## src/hdl/general_purpose_timer_regs_macros.svh

```systemverilog
// ----------------------------------------------------------------------------
// General purpose timer assertion macros
// Shorthand for the concurrent checks used in the timer register block.
// ----------------------------------------------------------------------------
`ifndef GENERAL_PURPOSE_TIMER_REGS_MACROS_SVH
`define GENERAL_PURPOSE_TIMER_REGS_MACROS_SVH

// Same-cycle implication, sampled on the rising clock edge, off during reset.
`define GPT_ASSERT_IMPLY(label, clk, rst, ante, cons, msg) \
   label: assert property (@(posedge clk) disable iff (rst) (ante) |-> (cons)) \
      else $error(msg);

// Next-cycle implication, sampled on the rising clock edge, off during reset.
`define GPT_ASSERT_NEXT(label, clk, rst, ante, cons, msg) \
   label: assert property (@(posedge clk) disable iff (rst) (ante) |=> (cons)) \
      else $error(msg);

`endif

```

## src/hdl/gpt_pkg.sv

```systemverilog
// ----------------------------------------------------------------------------
// General purpose timer package
// Item kinds, register offsets and the beat payload types of both channels.
// ----------------------------------------------------------------------------
package gpt_pkg;

   typedef enum logic [1:0] {
      FUNC_TICK   = 2'd0,
      FUNC_READ   = 2'd1,
      FUNC_WRITE  = 2'd2,
      FUNC_STROBE = 2'd3
   } func_type;

   localparam logic [11:0] OFF_CFG      = 12'h000;
   localparam logic [11:0] OFF_TAMR     = 12'h004;
   localparam logic [11:0] OFF_TBMR     = 12'h008;
   localparam logic [11:0] OFF_CTL      = 12'h00C;
   localparam logic [11:0] OFF_IMR      = 12'h018;
   localparam logic [11:0] OFF_RIS      = 12'h01C;
   localparam logic [11:0] OFF_MIS      = 12'h020;
   localparam logic [11:0] OFF_CR       = 12'h024;
   localparam logic [11:0] OFF_TAILR    = 12'h028;
   localparam logic [11:0] OFF_TBILR    = 12'h02C;
   localparam logic [11:0] OFF_TAMATCHR = 12'h030;
   localparam logic [11:0] OFF_TBMATCHR = 12'h034;
   localparam logic [11:0] OFF_TAPR     = 12'h038;
   localparam logic [11:0] OFF_TBPR     = 12'h03C;
   localparam logic [11:0] OFF_TAPMR    = 12'h040;
   localparam logic [11:0] OFF_TBPMR    = 12'h044;
   localparam logic [11:0] OFF_TAR      = 12'h048;

   localparam logic [31:0] CFG_COUNTDOWN = 32'd0;
   localparam logic [31:0] CFG_RTC       = 32'd1;
   localparam logic [31:0] CFG_NARROW    = 32'd4;

   localparam logic [6:0] IMR_WRITE_MASK = 7'h77;

   localparam int CTL_ENABLE_BIT  = 0;
   localparam int CTL_TRIGGER_BIT = 5;
   localparam int RIS_TIMEOUT_BIT = 0;
   localparam int RIS_RTC_BIT     = 3;

   typedef struct packed {
      func_type    func;
      logic [11:0] reg_offset;
      logic [31:0] write_data;
   } req_type;

   typedef struct packed {
      logic [31:0] read_data;
      logic        irq_level;
      logic        trigger_pulse;
   } rsp_type;

endpackage

```

## src/hdl/gpt_chan_if.sv

```systemverilog
// ----------------------------------------------------------------------------
// General purpose timer stream channel
// Valid/ready channel carrying one payload per beat.
// ----------------------------------------------------------------------------
interface gpt_chan_if #(
   parameter type payload_type = logic
) ();
   logic        valid;
   logic        ready;
   payload_type payload;

   modport source (output valid, output payload, input ready);
   modport sink (input valid, input payload, output ready);
endinterface

```

## src/hdl/general_purpose_timer_regs.sv

```systemverilog
// ----------------------------------------------------------------------------
// General purpose timer register block
// Register file, 32-bit countdown timer and 32-bit real-time counter.
// ----------------------------------------------------------------------------
//
//   Channel   Direction   Beat contents
//   req_if    in          func, reg_offset, write_data
//   rsp_if    out         read_data, irq_level, trigger_pulse
//
// One item per cycle is accepted while the result side keeps taking beats,
// as all of its work is one pass of logic. A request beat loads the input
// register; it moves on to the result register, which offers the result beat.
// Synchronous reset clears every timer register and both stage valid flags.
// A stalled result holds the result register; the input register still takes
// one more beat, and only then is req_if.ready dropped.
// ----------------------------------------------------------------------------
`include "general_purpose_timer_regs_macros.svh"

module general_purpose_timer_regs (
   input  logic        clock,
   input  logic        reset,
   gpt_chan_if.sink    req_if,
   gpt_chan_if.source  rsp_if
);

   // Pipeline control and payload registers
   logic             in_valid_ff;
   gpt_pkg::req_type item_ff;
   logic             out_valid_ff;
   gpt_pkg::rsp_type result_ff;
   gpt_pkg::rsp_type result_in;

   // Timer state
   logic [31:0] cfg_ff,       cfg_in;
   logic [31:0] tamr_ff,      tamr_in;
   logic [31:0] tbmr_ff,      tbmr_in;
   logic [31:0] ctl_ff,       ctl_in;
   logic [3:0]  ris_ff,       ris_in;
   logic [6:0]  imr_ff,       imr_in;
   logic [15:0] load_lo_ff,   load_lo_in;
   logic [15:0] load_hi_ff,   load_hi_in;
   logic [15:0] match_lo_ff,  match_lo_in;
   logic [15:0] match_hi_ff,  match_hi_in;
   logic [31:0] tapr_ff,      tapr_in;
   logic [31:0] tbpr_ff,      tbpr_in;
   logic [31:0] tapmr_ff,     tapmr_in;
   logic [31:0] tbpmr_ff,     tbpmr_in;
   logic [31:0] rtc_ff,       rtc_in;
   logic [31:0] remain_ff,    remain_in;

   logic        advance;
   logic        fire;
   logic        wide;
   logic [31:0] full_load;
   logic [31:0] full_match;
   logic [31:0] rtc_next;
   logic [31:0] wdata;
   logic [31:0] rd;
   logic        trig;

   assign advance = !out_valid_ff || rsp_if.ready;
   assign fire    = in_valid_ff && advance;

   assign req_if.ready   = !in_valid_ff || advance;
   assign rsp_if.valid   = out_valid_ff;
   assign rsp_if.payload = result_ff;

   assign wide       = cfg_ff < gpt_pkg::CFG_NARROW;
   assign full_load  = {load_hi_ff, load_lo_ff};
   assign full_match = {match_hi_ff, match_lo_ff};
   assign wdata      = item_ff.write_data;
   assign rtc_next   = rtc_ff + 32'd1;

   // Register read mux
   always_comb begin
      case (item_ff.reg_offset)
         gpt_pkg::OFF_CFG:      rd = cfg_ff;
         gpt_pkg::OFF_TAMR:     rd = tamr_ff;
         gpt_pkg::OFF_TBMR:     rd = tbmr_ff;
         gpt_pkg::OFF_CTL:      rd = ctl_ff;
         gpt_pkg::OFF_IMR:      rd = {25'd0, imr_ff};
         gpt_pkg::OFF_RIS:      rd = {28'd0, ris_ff};
         gpt_pkg::OFF_MIS:      rd = {28'd0, ris_ff & imr_ff[3:0]};
         gpt_pkg::OFF_TAILR:    rd = wide ? full_load : {16'd0, load_lo_ff};
         gpt_pkg::OFF_TBILR:    rd = {16'd0, load_hi_ff};
         gpt_pkg::OFF_TAMATCHR: rd = wide ? full_match : {16'd0, match_lo_ff};
         gpt_pkg::OFF_TBMATCHR: rd = {16'd0, match_hi_ff};
         gpt_pkg::OFF_TAPR:     rd = tapr_ff;
         gpt_pkg::OFF_TBPR:     rd = tbpr_ff;
         gpt_pkg::OFF_TAPMR:    rd = tapmr_ff;
         gpt_pkg::OFF_TBPMR:    rd = tbpmr_ff;
         gpt_pkg::OFF_TAR:      rd = (cfg_ff == gpt_pkg::CFG_RTC) ? rtc_ff : 32'd0;
         default:               rd = 32'd0;
      endcase
   end

   // Next state of the timer for the item held in the input register
   always_comb begin
      cfg_in      = cfg_ff;
      tamr_in     = tamr_ff;
      tbmr_in     = tbmr_ff;
      ctl_in      = ctl_ff;
      ris_in      = ris_ff;
      imr_in      = imr_ff;
      load_lo_in  = load_lo_ff;
      load_hi_in  = load_hi_ff;
      match_lo_in = match_lo_ff;
      match_hi_in = match_hi_ff;
      tapr_in     = tapr_ff;
      tbpr_in     = tbpr_ff;
      tapmr_in    = tapmr_ff;
      tbpmr_in    = tbpmr_ff;
      rtc_in      = rtc_ff;
      remain_in   = remain_ff;
      trig        = 1'b0;

      case (item_ff.func)
         gpt_pkg::FUNC_TICK: begin
            if (cfg_ff == gpt_pkg::CFG_COUNTDOWN && ctl_ff[gpt_pkg::CTL_ENABLE_BIT]) begin
               if (remain_ff > 32'd1) begin
                  remain_in = remain_ff - 32'd1;
               end else begin
                  ris_in[gpt_pkg::RIS_TIMEOUT_BIT] = 1'b1;
                  trig = ctl_ff[gpt_pkg::CTL_TRIGGER_BIT];
                  // One-shot stops the timer; periodic reloads.
                  if (tamr_ff[0]) begin
                     ctl_in[gpt_pkg::CTL_ENABLE_BIT] = 1'b0;
                     remain_in = 32'd0;
                  end else begin
                     remain_in = full_load;
                  end
               end
            end
         end
         gpt_pkg::FUNC_WRITE: begin
            case (item_ff.reg_offset)
               gpt_pkg::OFF_CFG:  cfg_in  = wdata;
               gpt_pkg::OFF_TAMR: tamr_in = wdata;
               gpt_pkg::OFF_TBMR: tbmr_in = wdata;
               gpt_pkg::OFF_CTL: begin
                  ctl_in = wdata;
                  // Arming edge of the enable bit loads the countdown.
                  if (!ctl_ff[gpt_pkg::CTL_ENABLE_BIT] && wdata[gpt_pkg::CTL_ENABLE_BIT]
                      && cfg_ff == gpt_pkg::CFG_COUNTDOWN) begin
                     remain_in = full_load;
                  end
               end
               gpt_pkg::OFF_IMR: imr_in = wdata[6:0] & gpt_pkg::IMR_WRITE_MASK;
               gpt_pkg::OFF_CR:  ris_in = ris_ff & ~wdata[3:0];
               gpt_pkg::OFF_TAILR: begin
                  load_lo_in = wdata[15:0];
                  if (wide) begin
                     load_hi_in = wdata[31:16];
                  end
               end
               gpt_pkg::OFF_TBILR: load_hi_in = wdata[15:0];
               gpt_pkg::OFF_TAMATCHR: begin
                  match_lo_in = wdata[15:0];
                  if (wide) begin
                     match_hi_in = wdata[31:16];
                  end
               end
               gpt_pkg::OFF_TBMATCHR: match_hi_in = wdata[15:0];
               gpt_pkg::OFF_TAPR:     tapr_in     = wdata;
               gpt_pkg::OFF_TBPR:     tbpr_in     = wdata;
               gpt_pkg::OFF_TAPMR:    tapmr_in    = wdata;
               gpt_pkg::OFF_TBPMR:    tbpmr_in    = wdata;
               default: begin
               end
            endcase
         end
         gpt_pkg::FUNC_STROBE: begin
            if (cfg_ff == gpt_pkg::CFG_RTC && ctl_ff[gpt_pkg::CTL_ENABLE_BIT]) begin
               // Past the match value the count wraps to zero.
               if (rtc_next > full_match || rtc_next == 32'd0) begin
                  rtc_in = 32'd0;
                  ris_in[gpt_pkg::RIS_RTC_BIT] = 1'b1;
               end else begin
                  rtc_in = rtc_next;
               end
            end
         end
         default: begin
         end
      endcase

      result_in.read_data     = (item_ff.func == gpt_pkg::FUNC_READ) ? rd : 32'd0;
      result_in.irq_level     = |(ris_in & imr_in[3:0]);
      result_in.trigger_pulse = trig;
   end

   always_ff @(posedge clock) begin
      if (reset) begin
         in_valid_ff  <= 1'b0;
         out_valid_ff <= 1'b0;
         cfg_ff       <= '0;
         tamr_ff      <= '0;
         tbmr_ff      <= '0;
         ctl_ff       <= '0;
         ris_ff       <= '0;
         imr_ff       <= '0;
         load_lo_ff   <= '0;
         load_hi_ff   <= '0;
         match_lo_ff  <= '0;
         match_hi_ff  <= '0;
         tapr_ff      <= '0;
         tbpr_ff      <= '0;
         tapmr_ff     <= '0;
         tbpmr_ff     <= '0;
         rtc_ff       <= '0;
         remain_ff    <= '0;
      end else begin
         if (req_if.ready) begin
            in_valid_ff <= req_if.valid;
         end
         if (advance) begin
            out_valid_ff <= in_valid_ff;
         end
         if (fire) begin
            cfg_ff      <= cfg_in;
            tamr_ff     <= tamr_in;
            tbmr_ff     <= tbmr_in;
            ctl_ff      <= ctl_in;
            ris_ff      <= ris_in;
            imr_ff      <= imr_in;
            load_lo_ff  <= load_lo_in;
            load_hi_ff  <= load_hi_in;
            match_lo_ff <= match_lo_in;
            match_hi_ff <= match_hi_in;
            tapr_ff     <= tapr_in;
            tbpr_ff     <= tbpr_in;
            tapmr_ff    <= tapmr_in;
            tbpmr_ff    <= tbpmr_in;
            rtc_ff      <= rtc_in;
            remain_ff   <= remain_in;
         end
      end
   end

   always_ff @(posedge clock) begin
      if (req_if.ready && req_if.valid) begin
         item_ff <= req_if.payload;
      end
      if (fire) begin
         result_ff <= result_in;
      end
   end

   // The interrupt level in a waiting result matches the live status.
   `GPT_ASSERT_IMPLY(a_irq_matches_state, clock, reset, out_valid_ff, result_ff.irq_level == (|(ris_ff & imr_ff[3:0])), "irq level disagrees with masked status")

   // A trigger pulse only leaves with the timeout status bit set.
   `GPT_ASSERT_IMPLY(a_trigger_sets_status, clock, reset, out_valid_ff && result_ff.trigger_pulse, ris_ff[gpt_pkg::RIS_TIMEOUT_BIT], "trigger without timeout status")

   // Backpressure reaches the request side only with both stages full.
   `GPT_ASSERT_IMPLY(a_ready_low_when_full, clock, reset, !req_if.ready, in_valid_ff && out_valid_ff && !rsp_if.ready, "request stalled without a full pipeline")

   // An item in the input register reaches the result register once it may advance.
   `GPT_ASSERT_NEXT(a_fire_fills_result, clock, reset, fire, out_valid_ff, "processed item lost")

endmodule

```

## src/flat_wrapper.sv

```systemverilog
// flat-port wrapper written by rule: the top's interface ports become plain ports
module general_purpose_timer_regs_flat import gpt_pkg::*;
  (clock, reset, req_if_valid, req_if_payload, req_if_ready, rsp_if_valid, rsp_if_payload, rsp_if_ready);
  gpt_chan_if #(.payload_type(req_type)) req_if_i ();
  gpt_chan_if #(.payload_type(rsp_type)) rsp_if_i ();
  input  logic clock;
  input  logic reset;
  input wire logic [$bits(req_if_i.valid)-1:0] req_if_valid;
  input wire logic [$bits(req_if_i.payload)-1:0] req_if_payload;
  output wire logic [$bits(req_if_i.ready)-1:0] req_if_ready;
  output wire logic [$bits(rsp_if_i.valid)-1:0] rsp_if_valid;
  output wire logic [$bits(rsp_if_i.payload)-1:0] rsp_if_payload;
  input wire logic [$bits(rsp_if_i.ready)-1:0] rsp_if_ready;
  assign req_if_i.valid = req_if_valid;
  assign req_if_i.payload = req_if_payload;
  assign req_if_ready = req_if_i.ready;
  assign rsp_if_valid = rsp_if_i.valid;
  assign rsp_if_payload = rsp_if_i.payload;
  assign rsp_if_i.ready = rsp_if_ready;
  general_purpose_timer_regs u_core (.clock(clock), .reset(reset), .req_if(req_if_i), .rsp_if(rsp_if_i));
endmodule
```

## config.mk

```make
export PLATFORM = sky130hd
export DESIGN_NAME = general_purpose_timer_regs_flat
export DESIGN_NICKNAME = d
export VERILOG_FILES = /design/src/hdl/gpt_pkg.sv /design/src/hdl/gpt_chan_if.sv /design/src/hdl/general_purpose_timer_regs.sv /design/src/flat_wrapper.sv
export VERILOG_INCLUDE_DIRS = /design/src /design/src/hdl
export SDC_FILE = /design/constraint.sdc
export NUM_CORES = 1
export LEC_CHECK = 0
export ABC_AREA = 1
export BUFFER_PORTS_ARGS = -buffer_cell sky130_fd_sc_hd__buf_2
export CAP_MARGIN = 5
export CORE_MARGIN = 2
export CORE_UTILIZATION = 40
export CTS_CLUSTER_SIZE = 24
export DETAILED_ROUTE_END_ITERATION = 6
export PLACE_DENSITY_LB_ADDON = 0.25
export RECOVER_POWER = 100
export SYNTH_ARGS = -nofsm -noshare
export SYNTH_HDL_FRONTEND = slang
export SYNTH_SLANG_ARGS = --single-unit
export TNS_END_PERCENT = 30
```

## constraint.sdc

```tcl
create_clock -name clock -period 3.1 [get_ports clock]
set_input_delay 0.155 -clock clock [delete_from_list [all_inputs] [get_ports clock]]
set_output_delay 0.155 -clock clock [all_outputs]
set_load 0.05 [all_outputs]
```

# ---- Word-level counts from Yosys, hierarchy flattened
# Index checks and enable logic that the tools add are counted.
dict set report totals {
  ff_bits 477
  input_bits 50
  output_inout_bits 36
  elab_cells 130
}
dict set report classes {
  addsub 2
  magnitude_cmp 3
  n_eq_ne 27
  mux 29
  bitwise 6
  n_reduce_logical 37
}
# op n
set ops {}
lappend ops {{32-bit one-hot mux with 16 select lines} 1}
lappend ops {{32-bit 2-to-1 mux} 9}
lappend ops {{12-bit by 6-bit == test with 1-bit output, second input constant} 8}
lappend ops {{32-bit logical NOT} 2}
lappend ops {{16-bit one-hot mux with 2 select lines} 2}
lappend ops {{32-bit one-hot mux with 2 select lines} 1}
lappend ops {{12-bit by 7-bit == test with 1-bit output, second input constant} 3}
lappend ops {{3-bit AND reduction} 12}
lappend ops {{32-bit by 1-bit adder with 32-bit output, second input constant} 1}
lappend ops {{32-bit by 1-bit == test with 1-bit output, second input constant} 1}
lappend ops {{32-bit by 1-bit greater-than comparator with 1-bit output, second input constant} 1}
lappend ops {{32-bit greater-than comparator} 1}
lappend ops {{32-bit by 3-bit less-than comparator with 1-bit output, second input constant} 1}
lappend ops {{32-bit by 1-bit subtractor with 32-bit output, second input constant} 1}
lappend ops {{12-bit by 4-bit == test with 1-bit output, second input constant} 2}
lappend ops {{12-bit by 5-bit == test with 1-bit output, second input constant} 2}
lappend ops {{16-bit 2-to-1 mux} 1}
lappend ops {{4-bit AND} 3}
lappend ops {{12-bit by 3-bit == test with 1-bit output, second input constant} 1}
lappend ops {{12-bit logical NOT} 1}
lappend ops {{4-bit 2-to-1 mux} 3}
lappend ops {{2-bit by 1-bit inequality test with 1-bit output, second input constant} 5}
lappend ops {{1-bit 2-to-1 mux} 8}
lappend ops {{4-bit AND reduction} 2}
lappend ops {{other kinds (16)} 32}

# ---- Logic depth before layout (Yosys ltp)
dict set report logic_depth {
  depth_word 8
  depth_mapped 23
  ltp_nobuf 23
}

# ---- Least setup slack after synthesis
# OpenSTA, ideal clock, no wires.
dict set report synth_timing {
  path_type {reg-to-reg}
  from {reg u_core.rtc_ff[0]}
  to {reg u_core.result_ff, in the netlist u_core.rsp_if.payload[1] (data pin)}
  setup_time_ns 0.252
  arrival_ns 2.359
  required_time_ns 2.848
  slack_ns 0.488
  path_stages_with_launch 21
  n_path_buf 0
  synth_period_minus_slack_ns 2.612
  cell_sequence {dfxtp_1 > ha_1 > nand2_2 > nor2_4 > nand2_1 > nor2_4 > nand2_1 > nand2_1 > nand2_1 > ha_1 > nand2_1 > nor2_1 > nand4_1 > nor3_1 > nand4_1 > nand2_1 > nand2_2 > nand2_1 > nand2_1 > nand2_1 > nand2_1}
}
# item line
set synth_lines {}
lappend synth_lines {{start, declared} general_purpose_timer_regs.sv:48} ;# logic [31:0] rtc_ff, rtc_in;
lappend synth_lines {{start signal, assigned} general_purpose_timer_regs.sv:234} ;# rtc_ff <= rtc_in;
lappend synth_lines {{end signal, assigned} general_purpose_timer_regs.sv:245} ;# result_ff <= result_in;
lappend synth_lines {{end, declared} general_purpose_timer_regs.sv:30} ;# gpt_pkg::rsp_type result_ff;

# ---- Worst setup path in the final report
dict set report layout_timing {
  from {reg u_core.cfg_ff[28]}
  to {reg u_core.result_ff, in the netlist u_core.rsp_if.payload[33] (data pin)}
}
dict set report layout_via {
  elab_chain_len 3
  elab_cells_between_ends 6
  classes_between {order compare (1); eq/ne (1); mux (4)}
}
# item line
set layout_rtl {}
lappend layout_rtl {{start, declared} general_purpose_timer_regs.sv:34} ;# logic [31:0] cfg_ff, cfg_in;
lappend layout_rtl {{start signal, assigned} general_purpose_timer_regs.sv:220} ;# cfg_ff <= cfg_in;
lappend layout_rtl {{32-bit by 3-bit less-than comparator with 1-bit output / 32-bit by 1-bit == test with 1-bit output (equally long branches)} {general_purpose_timer_regs.sv:68, general_purpose_timer_regs.sv:92}}
lappend layout_rtl {{32-bit 2-to-1 mux (on tied branches)} {general_purpose_timer_regs.sv:86, general_purpose_timer_regs.sv:84, general_purpose_timer_regs.sv:92}}
lappend layout_rtl {{32-bit one-hot mux with 16 select lines (*)} general_purpose_timer_regs.sv:76} ;# case (item_ff.reg_offset)
# Every way passes the cells marked *; elsewhere a longest branch is shown, timed or not.
# A chain may end at the register's enable or synchronous reset.

==> impl_metrics.env <==
export IMPL_status="finished clean"
export IMPL_die_width_um=242
export IMPL_cp_slowest_stage_delay_ps=370
export IMPL_grt_first_pass_wirelength_mm=131
export IMPL_synth_avg_cell_area_um2=7.51
export IMPL_io_pins=86
export IMPL_period_needed_ps=2990
export IMPL_floorplan_initialDensity_pct=40.2
export IMPL_switchingPower_mw=3.42
export IMPL_switching_share_pct=25.4
export IMPL_combPwrFrac_pct=6.9
export IMPL_cts_tree="yes"
export IMPL_p_per_area_nw_per_um2=498
export IMPL_clock_sinks=477
export IMPL_fin_nets=3251
export IMPL_reg2regPathDepth=12
export IMPL_dr_pass1_iters=6
export IMPL_crit_required_ps=3520
export IMPL_syn_num_nets=3091
export IMPL_totalPowerFinal_mw=13.4
export IMPL_drc=0
export IMPL_slew_limit_headroom_pct=41.7
export IMPL_synth_area_um2=22600
export IMPL_wirelength_mm=88.4
export IMPL_num_vias=22300
export IMPL_grt_max_degree=98
export IMPL_clkLatencyLatePin_ps=620
export IMPL_cts_root_buf="clkbuf_16"
export IMPL_hold_viol=0
export IMPL_setup_violations=0
export IMPL_antenna_left=0
export IMPL_numCtsBuffers=52
export IMPL_vdd_ir_drop_max_mv=0.480
export IMPL_drive_gt1_share_pct=13.6
export IMPL_cts_max_level=2
export IMPL_overflow=0
export IMPL_ys_warn_count=0
export IMPL_fin_skew_ps=22.0
export IMPL_leakagePower_nw=9.91
export IMPL_intPower_mw=10.0
export IMPL_worstHoldPathCells=2
export IMPL_first_iter_violations=2551
export IMPL_track_usage_pct=29.4
export IMPL_yosys_register_bits=477
export IMPL_via_per_inst=5.63
export IMPL_place_gp_congestion=0.948
export IMPL_synthCells=3005
export IMPL_power_frac_seq_pct=48.3
export IMPL_rsz0062_at_grt="true"
export IMPL_fmax_ghz=0.334
export IMPL_cts_clk_slew_worst_paths_ps=60
export IMPL_cpMaxStageDelayCell="nor3_4"
export IMPL_grt_pass1_vias=20800
export IMPL_core_area_um2=56100
export IMPL_mostFrequentLayoutCells="inv_1, nand2_1, dfxtp_1, a21oi_1, o21ai_0"
export IMPL_maxCapViolCount=0
export IMPL_dp_hpwl_mm=61.4
export IMPL_final_common_cell="inv_1"
export IMPL_hp_class="in -> reg"
export IMPL_min_period_over_period_pct=96.5
export IMPL_ys_seq_area_share_pct=45.9
export IMPL_tns_ps=0
export IMPL_clk_path_buf_depth=3
export IMPL_synth_edf_count=80
export IMPL_holdWs_ps=241
export IMPL_start_kind="register"
export IMPL_slew_viol_final=0
export IMPL_cp_arrival_ps=3410
export IMPL_worstPathMaxFanout=14
export IMPL_crit_path_end_kind="register"
export IMPL_path_cells="nor2_1 -> nand3_1 -> nor2_1 -> nand2_1 -> nor2_4 -> nand2_1 -> nor3_4 -> buf_4 -> nand2_1 -> o2111ai_1 -> nor2_1 -> a21oi_1"
export IMPL_synth_main_ff_cell="dfxtp_1"
export IMPL_synth_cell_types=49
export IMPL_num_antenna_cells=0
export IMPL_path_class="reg -> reg"
export IMPL_area_delta_synth_final_pct=19.6
export IMPL_die_h_um=242
export IMPL_die_area_um2=58300
export IMPL_clockPowerShare_pct=44.8
export IMPL_wl_per_cell_um=22.3
export IMPL_async_reset_ff_share_pct=0
export IMPL_max_slew_worst_pin_slew_ps=874
export IMPL_antenna_found_initial=1
export IMPL_num_rows=87
export IMPL_portBuffers=85
==> worst max-delay path: cells and delay by family (launching register included) <==
| family | cells | cell delay (ps) |
|---|---|---|
| DFF | 1 | 310 |
| buffers and inverters | 1 | 350 |
| and+or+nand+nor | 9 | 1710 |
| AOI/OAI and AO/OA | 2 | 400 |
==> registers in the layout (all words and copies together), names as in the netlist, 7 cells and up <==
signal	count
u_core.load_lo_ff	16
u_core.match_hi_ff	16
u_core.rtc_ff	32
u_core.item_ff	14
u_core.wdata	32
u_core.tamr_ff	32
u_core.remain_ff	32
u_core.tapr_ff	32
u_core.load_hi_ff	16
u_core.ctl_ff	32
u_core.imr_ff	7
u_core.tbmr_ff	32
u_core.tbpmr_ff	32
u_core.cfg_ff	32
u_core.rsp_if.payload	34
u_core.match_lo_ff	16
u_core.tbpr_ff	32
u_core.tapmr_ff	32
==> path summary, 6_finish.rpt <==
kind	to	slack, ps	startpoint
setup / recovery	u_core.rsp_if.payload[33]	110	u_core.cfg_ff[28]
hold / removal	u_core.wdata[21]	240	req_if_payload[21]
setup reg to reg	u_core.rsp_if.payload[33]	110	u_core.cfg_ff[28]
hold reg to reg	u_core.tapmr_ff[23]	440	u_core.tapmr_ff[23]
==> logic make-up after synthesis <==
logic type      count (synthesis)  share of synthesized area [%]
compound gates                999                           24.8
xor+xnor                       16                          0.621
fa+ha+maj                      36                           2.00
buf+inv                       631                           10.7
flops                         477                           45.9
simple gates                  846                           16.0
==> cell type report <==
type	count	area, um2
Timing Repair Buffer	303	2450
Clock buffer	77	1500
Multi-Input combinational cell	1897	9950
Tap cell	756	946
Fill cell	5574	29100
Clock inverter	16	116
Inverter	434	1640
Sequential cell	477	10400
==> metal layers <==
| metal | share of wire [%] | routed length [um] | track usage (%) |
|---|---|---|---|
| met1 | 41 | 36100 | 38.5 |
| met2 | 45 | 39400 | 46.8 |
| met3 | 9.1 | 8040 | 5.36 |
| met4 | 5.5 | 4860 | 14.5 |
| met5 | 0 | 0 | 0 |
==> Yosys cell counts (11+ instances only) <==
cell type / instances / area [um2]
o21ai_0: 324 / 1620
buf_1: 23 / 86.3
nand4_1: 18 / 113
nor4_1: 16 / 100
clkbuf_1: 146 / 548
ha_1: 36 / 450
nor2_1: 263 / 987
nor3_1: 25 / 125
a21oi_1: 358 / 1790
nand2_2: 12 / 75.1
a31oi_1: 48 / 300
o22ai_1: 135 / 845
nand3_1: 72 / 360
xor2_1: 11 / 96.3
inv_2: 17 / 63.8
edfxtp_1: 80 / 2400
nand2_1: 404 / 1520
a221oi_1: 22 / 193
a211oi_1: 64 / 480
dfxtp_1: 397 / 7950
buf_2: 24 / 120
inv_1: 414 / 1550
nor2_4: 13 / 146
==> power groups by stage <==
stage	logic, mW	clock network [mW]	registers (mW)
finish	0.921	6.02	6.49
global route	1.02	6.33	6.50
CTS	0.912	6.11	6.49
detailed placement	0.861	0	6.62
global placement	0.849	0	6.62
floorplan	0.584	0	6.59
==> what timing repair did <==
action | in CTS | in global routing
cloned | 0 | 1
endpoints found under the hold margin | 50 | 0
endpoints found under the setup margin | 35 | 38
buffers inserted | 3 | 6
resized for setup | 6 | 40
hold buffers | 49 | 0
pin swaps | 0 | 11
==> stage by stage <==
stage	utilization (%)	cell area (um2)	cells	worst slack (ps)
final	48.1	27000	3960	110
after global routing	48.1	27000	3960	-28.0
after detailed placement	43.9	24600	3808	-168
after global placement	43.9	24600	3808	-113
after CTS	47.8	26800	3953	9.29
after floorplan	-	22600	3005	488
Power figures use the tool's default switching activity.
